===== src/sv/fasm_pkg.sv =====
// Shared types and constants for the fraction add/subtract/multiply unit.
// Holds operation and status codes, sequencer states and fixed result widths.
// No dependencies.
package fasm_pkg;

    localparam int OPERAND_BITS_DEF = 16;
    localparam int REQ_W            = 2;
    localparam int STATUS_W         = 2;
    localparam int RES_NUM_W        = 32;
    localparam int RES_DEN_W        = 30;

    // Operation codes; the unused code behaves as multiply.
    localparam logic [REQ_W-1:0] REQ_ADD = 2'd0;
    localparam logic [REQ_W-1:0] REQ_SUB = 2'd1;
    localparam logic [REQ_W-1:0] REQ_MUL = 2'd2;

    typedef enum logic [STATUS_W-1:0] {
        ST_OK       = 2'd0,
        ST_ZERO_DEN = 2'd1,
        ST_OVERFLOW = 2'd2
    } t_status;

    typedef enum logic [3:0] {
        S_IDLE,
        S_GCD,
        S_DIV_L,
        S_DIV_R,
        S_MUL_A,
        S_MUL_B,
        S_MUL_C,
        S_ACC,
        S_SAT
    } t_state;

endpackage


===== src/sv/fasm_div.sv =====
// Iterative restoring divider for unsigned operands, one quotient bit per cycle.
// Shared by the sequencer of the fraction unit. Depends on fasm_pkg for its default width.
module fasm_div #(
    parameter int DW = fasm_pkg::OPERAND_BITS_DEF - 1
) (
    input  logic          i_clk,
    input  logic          i_rst_n,
    input  logic          i_start,
    input  logic [DW-1:0] i_dividend,
    input  logic [DW-1:0] i_divisor,
    output logic          o_done,
    output logic [DW-1:0] o_quot
);
    localparam int CW = $clog2(DW + 1);

    logic [CW-1:0] r_cnt, n_cnt;
    logic          r_done, n_done;
    logic [DW-1:0] r_rem, n_rem;
    logic [DW-1:0] r_q, n_q;
    logic [DW-1:0] r_dvs, n_dvs;

    logic [DW:0]   shifted;
    logic [DW+1:0] diff;

    always_comb begin
        shifted = {r_rem, r_q[DW-1]};
        diff    = {1'b0, shifted} - {2'b00, r_dvs};
        n_cnt   = r_cnt;
        n_done  = 1'b0;
        n_rem   = r_rem;
        n_q     = r_q;
        n_dvs   = r_dvs;
        if (i_start) begin
            n_cnt = CW'(DW);
            n_rem = '0;
            n_q   = i_dividend;
            n_dvs = i_divisor;
        end else if (r_cnt != '0) begin
            n_cnt  = r_cnt - CW'(1);
            n_done = (r_cnt == CW'(1));
            // A borrow out of the trial subtraction means this quotient bit is zero.
            if (!diff[DW+1]) begin
                n_rem = diff[DW-1:0];
                n_q   = {r_q[DW-2:0], 1'b1};
            end else begin
                n_rem = shifted[DW-1:0];
                n_q   = {r_q[DW-2:0], 1'b0};
            end
        end
    end

    always_ff @(posedge i_clk) begin
        if (!i_rst_n) begin
            r_cnt  <= '0;
            r_done <= 1'b0;
        end else begin
            r_cnt  <= n_cnt;
            r_done <= n_done;
        end
    end

    always_ff @(posedge i_clk) begin
        r_rem <= n_rem;
        r_q   <= n_q;
        r_dvs <= n_dvs;
    end

    assign o_done = r_done;
    assign o_quot = r_q;

endmodule


===== src/sv/fraction_add_sub_mul_unit.sv =====
// Fraction add/subtract/multiply unit; the result is not reduced.
// Multiply goes straight to the shared multiplier; a zero denominator goes straight to the
// result state. Add/subtract first run the binary gcd loop on the denominators and divide
// each denominator by the gcd on the shared one-bit-per-cycle divider.
// One request at a time; busy is high until the strobe. Synchronous active-low reset
// clears the sequencer and strobe; the receiver cannot stall a result.
module fraction_add_sub_mul_unit #(
    parameter int OPERAND_BITS = fasm_pkg::OPERAND_BITS_DEF
) (
    input  logic                                 i_clk,
    input  logic                                 i_rst_n,
    input  logic                                 start,
    input  logic [fasm_pkg::REQ_W-1:0]           i_req_type,
    input  logic signed [OPERAND_BITS-1:0]       i_left_num,
    input  logic [OPERAND_BITS-2:0]              i_left_den,
    input  logic signed [OPERAND_BITS-1:0]       i_right_num,
    input  logic [OPERAND_BITS-2:0]              i_right_den,
    output logic                                 busy,
    output logic                                 o_strobe,
    output logic signed [fasm_pkg::RES_NUM_W-1:0] o_result_num,
    output logic [fasm_pkg::RES_DEN_W-1:0]       o_result_den,
    output logic [fasm_pkg::STATUS_W-1:0]        o_status
);
    import fasm_pkg::*;

    localparam int DW   = OPERAND_BITS - 1;
    localparam int MW   = OPERAND_BITS + 1;
    localparam int PW   = 2 * MW;
    localparam int KW   = $clog2(DW);
    localparam int DENW = 2 * DW;
    localparam int EW   = PW + RES_NUM_W + 1;

    localparam logic signed [EW-1:0] NUM_MAX = EW'({1'b0, {(RES_NUM_W-1){1'b1}}});
    localparam logic signed [EW-1:0] NUM_MIN = -NUM_MAX - EW'(1);

    t_state                   r_state, n_state;
    logic [REQ_W-1:0]         r_op, n_op;
    logic                     r_err, n_err;
    logic signed [OPERAND_BITS-1:0] r_ln, n_ln;
    logic signed [MW-1:0]     r_rn, n_rn;
    logic [DW-1:0]            r_ld, n_ld;
    logic [DW-1:0]            r_rd, n_rd;
    logic [DW-1:0]            r_ga, n_ga;
    logic [DW-1:0]            r_gb, n_gb;
    logic [KW-1:0]            r_gk, n_gk;
    logic [DW-1:0]            r_g, n_g;
    logic [DW-1:0]            r_fr, n_fr;
    logic [DW-1:0]            r_fl, n_fl;
    logic signed [PW-1:0]     r_prod;
    logic signed [PW-1:0]     r_acc, n_acc;
    logic [DENW-1:0]          r_den, n_den;
    logic                     r_div_start, n_div_start;
    logic                     r_strobe, n_strobe;
    logic signed [RES_NUM_W-1:0] r_res_num, n_res_num;
    logic [RES_DEN_W-1:0]     r_res_den, n_res_den;
    logic [STATUS_W-1:0]      r_status, n_status;

    logic                     is_addsub;
    logic signed [MW-1:0]     mul_a, mul_b;
    logic signed [PW-1:0]     mul_p;
    logic [DW-1:0]            div_dividend;
    logic                     div_done;
    logic [DW-1:0]            div_quot;
    logic signed [EW-1:0]     acc_ext;
    logic [DENW+RES_DEN_W-1:0] den_wide;
    logic signed [MW-1:0]     rn_in;

    fasm_div #(.DW(DW)) u_div (
        .i_clk      (i_clk),
        .i_rst_n    (i_rst_n),
        .i_start    (r_div_start),
        .i_dividend (div_dividend),
        .i_divisor  (r_g),
        .o_done     (div_done),
        .o_quot     (div_quot)
    );

    assign div_dividend = (r_state == S_DIV_L) ? r_ld : r_rd;
    assign is_addsub    = (r_op == REQ_ADD) || (r_op == REQ_SUB);
    assign mul_p        = mul_a * mul_b;
    assign acc_ext      = EW'(r_acc);
    assign den_wide     = {{RES_DEN_W{1'b0}}, r_den};
    assign rn_in        = MW'(i_right_num);

    // Operand selection for the shared multiplier. For add and subtract the
    // scale factors are rd/g for the left numerator and ld/g for the right one.
    always_comb begin
        mul_a = '0;
        mul_b = '0;
        case (r_state)
            S_MUL_A: begin
                mul_a = is_addsub ? $signed({2'b00, r_fr}) : $signed({2'b00, r_ld});
                mul_b = $signed({2'b00, r_rd});
            end
            S_MUL_B: begin
                mul_a = MW'(r_ln);
                mul_b = is_addsub ? $signed({2'b00, r_fl}) : r_rn;
            end
            S_MUL_C: begin
                if (is_addsub) begin
                    mul_a = r_rn;
                    mul_b = $signed({2'b00, r_fr});
                end
            end
            default: begin
                mul_a = '0;
                mul_b = '0;
            end
        endcase
    end

    always_comb begin
        n_state     = r_state;
        n_op        = r_op;
        n_err       = r_err;
        n_ln        = r_ln;
        n_rn        = r_rn;
        n_ld        = r_ld;
        n_rd        = r_rd;
        n_ga        = r_ga;
        n_gb        = r_gb;
        n_gk        = r_gk;
        n_g         = r_g;
        n_fr        = r_fr;
        n_fl        = r_fl;
        n_acc       = r_acc;
        n_den       = r_den;
        n_div_start = 1'b0;
        n_strobe    = 1'b0;
        n_res_num   = r_res_num;
        n_res_den   = r_res_den;
        n_status    = r_status;
        case (r_state)
            S_IDLE: begin
                if (start) begin
                    n_op  = i_req_type;
                    n_ln  = i_left_num;
                    n_rn  = (i_req_type == REQ_SUB) ? -rn_in : rn_in;
                    n_ld  = i_left_den;
                    n_rd  = i_right_den;
                    n_ga  = i_left_den;
                    n_gb  = i_right_den;
                    n_gk  = '0;
                    n_err = (i_left_den == '0) || (i_right_den == '0);
                    if (n_err) begin
                        n_state = S_SAT;
                    end else if (i_req_type == REQ_ADD || i_req_type == REQ_SUB) begin
                        n_state = S_GCD;
                    end else begin
                        n_state = S_MUL_A;
                    end
                end
            end
            S_GCD: begin
                // Binary gcd: common factors of two are counted and restored at the end.
                if (r_ga == r_gb) begin
                    n_g         = r_ga << r_gk;
                    n_div_start = 1'b1;
                    n_state     = S_DIV_L;
                end else if (!r_ga[0] && !r_gb[0]) begin
                    n_ga = r_ga >> 1;
                    n_gb = r_gb >> 1;
                    n_gk = r_gk + KW'(1);
                end else if (!r_ga[0]) begin
                    n_ga = r_ga >> 1;
                end else if (!r_gb[0]) begin
                    n_gb = r_gb >> 1;
                end else if (r_ga > r_gb) begin
                    n_ga = r_ga - r_gb;
                end else begin
                    n_gb = r_gb - r_ga;
                end
            end
            S_DIV_L: begin
                if (div_done) begin
                    n_fr        = div_quot;
                    n_div_start = 1'b1;
                    n_state     = S_DIV_R;
                end
            end
            S_DIV_R: begin
                if (div_done) begin
                    n_fl    = div_quot;
                    n_state = S_MUL_A;
                end
            end
            S_MUL_A: begin
                n_state = S_MUL_B;
            end
            S_MUL_B: begin
                n_den   = r_prod[DENW-1:0];
                n_state = S_MUL_C;
            end
            S_MUL_C: begin
                n_acc   = r_prod;
                n_state = S_ACC;
            end
            S_ACC: begin
                n_acc   = r_acc + r_prod;
                n_state = S_SAT;
            end
            S_SAT: begin
                n_strobe = 1'b1;
                n_state  = S_IDLE;
                if (r_err) begin
                    n_res_num = '0;
                    n_res_den = '0;
                    n_status  = ST_ZERO_DEN;
                end else begin
                    n_res_den = den_wide[RES_DEN_W-1:0];
                    if (acc_ext > NUM_MAX) begin
                        n_res_num = NUM_MAX[RES_NUM_W-1:0];
                        n_status  = ST_OVERFLOW;
                    end else if (acc_ext < NUM_MIN) begin
                        n_res_num = NUM_MIN[RES_NUM_W-1:0];
                        n_status  = ST_OVERFLOW;
                    end else begin
                        n_res_num = acc_ext[RES_NUM_W-1:0];
                        n_status  = ST_OK;
                    end
                end
            end
            default: begin
                n_state = S_IDLE;
            end
        endcase
    end

    always_ff @(posedge i_clk) begin
        if (!i_rst_n) begin
            r_state     <= S_IDLE;
            r_div_start <= 1'b0;
            r_strobe    <= 1'b0;
        end else begin
            r_state     <= n_state;
            r_div_start <= n_div_start;
            r_strobe    <= n_strobe;
        end
    end

    always_ff @(posedge i_clk) begin
        r_op      <= n_op;
        r_err     <= n_err;
        r_ln      <= n_ln;
        r_rn      <= n_rn;
        r_ld      <= n_ld;
        r_rd      <= n_rd;
        r_ga      <= n_ga;
        r_gb      <= n_gb;
        r_gk      <= n_gk;
        r_g       <= n_g;
        r_fr      <= n_fr;
        r_fl      <= n_fl;
        r_prod    <= mul_p;
        r_acc     <= n_acc;
        r_den     <= n_den;
        r_res_num <= n_res_num;
        r_res_den <= n_res_den;
        r_status  <= n_status;
    end

    assign busy         = (r_state != S_IDLE);
    assign o_strobe     = r_strobe;
    assign o_result_num = r_res_num;
    assign o_result_den = r_res_den;
    assign o_status     = r_status;

endmodule


===== config.mk =====
export PLATFORM = sky130hd
export DESIGN_NAME = fraction_add_sub_mul_unit
export DESIGN_NICKNAME = d
export VERILOG_FILES = /design/src/sv/fasm_pkg.sv /design/src/sv/fasm_div.sv /design/src/sv/fraction_add_sub_mul_unit.sv
export SDC_FILE = /design/constraint.sdc
export NUM_CORES = 2
export LEC_CHECK = 0
export ABC_AREA = 1
export BUFFER_PORTS_ARGS = -buffer_cell sky130_fd_sc_hd__buf_2
export CELL_PAD_IN_SITES_DETAIL_PLACEMENT = 1
export CELL_PAD_IN_SITES_GLOBAL_PLACEMENT = 1
export CORE_MARGIN = 4
export CORE_UTILIZATION = 29
export CTS_CLUSTER_DIAMETER = 100
export DETAILED_ROUTE_END_ITERATION = 6
export GPL_ROUTABILITY_DRIVEN = 0
export PLACE_DENSITY = 0.53
export SLEW_MARGIN = 20
export SYNTH_ARGS = -nofsm -noshare
export SYNTH_HDL_FRONTEND = slang
export SYNTH_SLANG_ARGS = --single-unit

===== constraint.sdc =====
create_clock -name i_clk -period 7 [get_ports i_clk]
set_input_delay 1.4 -clock i_clk [delete_from_list [all_inputs] [get_ports i_clk]]
set_output_delay 1.4 -clock i_clk [all_outputs]
set_load 0.02 [all_outputs]

==> results.sh <==
export IMPL_end_kind="flip-flop"
export IMPL_clockBufferDepth=3
export IMPL_placed_area_um2=33890
export IMPL_grt_pass1_vias=26640
export IMPL_layout_commonest_cell="nand2_1"
export IMPL_cts_tree="built"
export IMPL_critPathMaxStageDelay_ps=550
export IMPL_setup_worst_path_start="r_state[1]"
export IMPL_drt_iter0_drc=1111
export IMPL_avgRoutedWirePerCell_um=18.55
export IMPL_layout_cells_most_common_list="929 x nand2_1, 770 x inv_1, 307 x nor2_1, 302 x edfxtp_1, 298 x fa_1"
export IMPL_cts_buffers=44
export IMPL_crit_arrival_ps=7150
export IMPL_period_needed_ps=6661
export IMPL_grt_first_pass_wirelength_um=156100
export IMPL_p_seq_share_pct=31.0
export IMPL_drive_gt1_share_pct=10.05
export IMPL_grt_usage_pct=17.61
export IMPL_clk_insertion_delay_late_ps=600
export IMPL_seq_area_frac_synth_pct=32.60
export IMPL_power_density_nw_per_um2=311.1
export IMPL_p_clk_share_pct=20.8
export IMPL_drc=0
export IMPL_cts_htree_levels=2
export IMPL_vdd_drop_max_uv=149.5
export IMPL_cp_common_cell="inv_1"
export IMPL_wl_um=98950
export IMPL_ys_flop_type="edfxtp_1"
export IMPL_die_h_um=337.6
export IMPL_final_max_slew_violation_count=0
export IMPL_antenna_found_initial=0
export IMPL_fill_cells=12720
export IMPL_syn_nets=4280
export IMPL_slew_headroom_pct=32.91
export IMPL_die_area_um2=114000
export IMPL_layout_nets=4436
export IMPL_ys_ff_latch=362
export IMPL_reg2reg_slack_ps=340
export IMPL_antenna_left=0
export IMPL_dp_hpwl_um=80790
export IMPL_cp_max_fo=13
export IMPL_ys_async_sr_fraction_pct=0
export IMPL_fin_crit_sh_pct=95.15
export IMPL_swShare_pct=45.81
export IMPL_utilization_pct=33.10
export IMPL_via_per_inst=4.556
export IMPL_crit_end="r_prod[32]"
export IMPL_fmax_mhz=150.1
export IMPL_syn_inst=3745
export IMPL_fp_dieW_um=337.6
export IMPL_crit_type="reg -> reg"
export IMPL_holdCritPathClass="reg -> reg"
export IMPL_outcome="completed"
export IMPL_area_delta_synth_final_pct=12.96
export IMPL_core_area_um2=107500
export IMPL_tns_ps=0
export IMPL_ctsRootBufferMaster="clkbuf_16"
export IMPL_worst_clock_skew_ps=29.20
export IMPL_grt_max_degree=66
export IMPL_crit_slowest_cell="fa_1"
export IMPL_ios=133
export IMPL_placementRows=120
export IMPL_r2r_cells=29
export IMPL_cp_start_kind="flip-flop"
export IMPL_hp_start="r_g[5]"
export IMPL_syn_area_um2=31500
export IMPL_r2r_end="r_prod[32]"
export IMPL_synth_edff_count=302
export IMPL_comb_power_share_pct=48.1
export IMPL_ys_warn_count=0
export IMPL_worst_pin_slew_ps=1005
export IMPL_via_count=24300
export IMPL_dr_pass1_iters=5
export IMPL_fin_area_um2=35590
export IMPL_rsz0062_at_grt="yes"
export IMPL_leakage_nw=17.88
export IMPL_final_hold_viol_count=0
export IMPL_setup_viol=0
export IMPL_p_int_w=0.005999
export IMPL_overflow=0
export IMPL_required_ps=7490
export IMPL_postCtsHoldBufs=0
export IMPL_cts_sinks=362
export IMPL_ys_types=58
export IMPL_reg2reg_from="r_state[1]"
export IMPL_max_cap_violations=0
export IMPL_path_clk_slew_ps=60
export IMPL_synth_avg_cell_area_um2=8.412
export IMPL_p_sw_w=0.005072
export IMPL_initial_core_util_pct=29.31
export IMPL_port_buffers=132
critical path: cells and delay by family, from the launching register on:
kind | cells | cell delay (ps)
flip-flops | 1 | 360
adder cells (fa/ha/maj) | 7 | 3280
AO/OA/AOI/OAI | 1 | 540
AND/OR/NAND/NOR | 12 | 1550
buffers and inverters | 9 | 820
worst min-delay path by stage:
stage	end	slack [ps]	depth (start not counted)
6_report	u_div.r_dvs[5]	420	0
3_3_place_gp	u_div.r_dvs[13]	400	0
4_1_cts	u_div.r_dvs[5]	420	0
3_5_place_dp	u_div.r_dvs[4]	410	0
5_1_grt	u_div.r_dvs[5]	430	0
2_1_floorplan	u_div.r_dvs[0]	400	0
state kept, by name, summed over array words and instances, names as in the netlist, 2 cells and up:
register and flops:
r_gb 15, r_fl 15, u_div.o_quot 15, o_status 2
r_ld 15, r_ln 16, r_state 4, r_acc 34
r_fr 15, o_result_num 32, u_div.r_cnt 4, r_rn 17
o_result_den 30, u_div.r_rem 15, r_gk 4, r_rd 15
r_g 15, u_div.r_dvs 15, r_den 30, r_prod 34
r_ga 15
per-stage QoR:
step,instances,setup slack [ps],power [W],hold WS [ps]
5_1_grt,5333,-46.70,0.01201,429.2
3_5_place_dp,5249,168.1,0.008779,406.3
2_1_floorplan,3745,803.2,0.006987,400.3
3_3_place_gp,5249,257.8,0.008735,401.9
6_report,5334,339.3,0.01107,418.0
4_1_cts,5324,137.2,0.01115,420.0
repair_timing:
| action | 4_1_cts | 5_1_grt |
|---|---|---|
| endpoints found under the setup margin | 0 | 16 |
| buffers inserted | 0 | 9 |
| resized for setup | 0 | 41 |
Yosys cell counts (all sizes together) (20+ instances only):
cell / instances / area [um^2]
o211ai: 20 / 225.2
buf: 63 / 509.2
dfxtp: 60 / 1201
a21oi: 168 / 874.6
nor3: 27 / 156.4
nand2: 934 / 3528
nor2: 325 / 1270
nand4: 36 / 240.2
fa: 300 / 6006
inv: 781 / 2934
xor2: 50 / 437.9
xnor2: 29 / 254.0
nand3: 142 / 720.7
edfxtp: 302 / 9069
clkbuf: 46 / 175.2
o21ai: 174 / 878.3
ha: 168 / 2102
metal layers:
layer	share of wire, %	track usage (%)	wire (um)
met5	0	0	0
met4	1.9	3.793	1921
met3	3.4	2.241	3384
met2	46	29.22	45270
met1	49	24.65	48370
final cells by class:
type / instances / area, um^2 / share of cell area, %
antenna: 1 / 2.502 / 0.007032
clock buffer: 51 / 1149 / 3.228
clock inverter: 24 / 259.0 / 0.7278
inverter: 785 / 2954 / 8.301
multi-input combinational: 2489 / 17810 / 50.05
sequential: 362 / 10270 / 28.86
tap: 1403 / 1755 / 4.933
timing repair buffer: 219 / 1388 / 3.899
logic make-up after synthesis:
kind of cell | after synthesis | share of synthesized area [%]
AOI/OAI and AO/OA | 429 | 8.098
and+or+nand+nor | 1510 | 19.74
buffers and inverters | 894 | 11.53
xor gates and xnor gates | 79 | 2.196
muxes | 3 | 0.09532
adders and majority gates | 468 | 25.74
DFF | 362 | 32.60
power groups by stage:
stage	combinational, W	clock (W)	sequential [W]
2_1_floorplan	0.00376	0	0.00323
3_3_place_gp	0.00526	0	0.00348
3_5_place_dp	0.00530	0	0.00348
4_1_cts	0.00532	0.00239	0.00344
5_1_grt	0.00604	0.00248	0.00349
6_report	0.00533	0.00231	0.00344
Power figures use the tool's default switching activity.
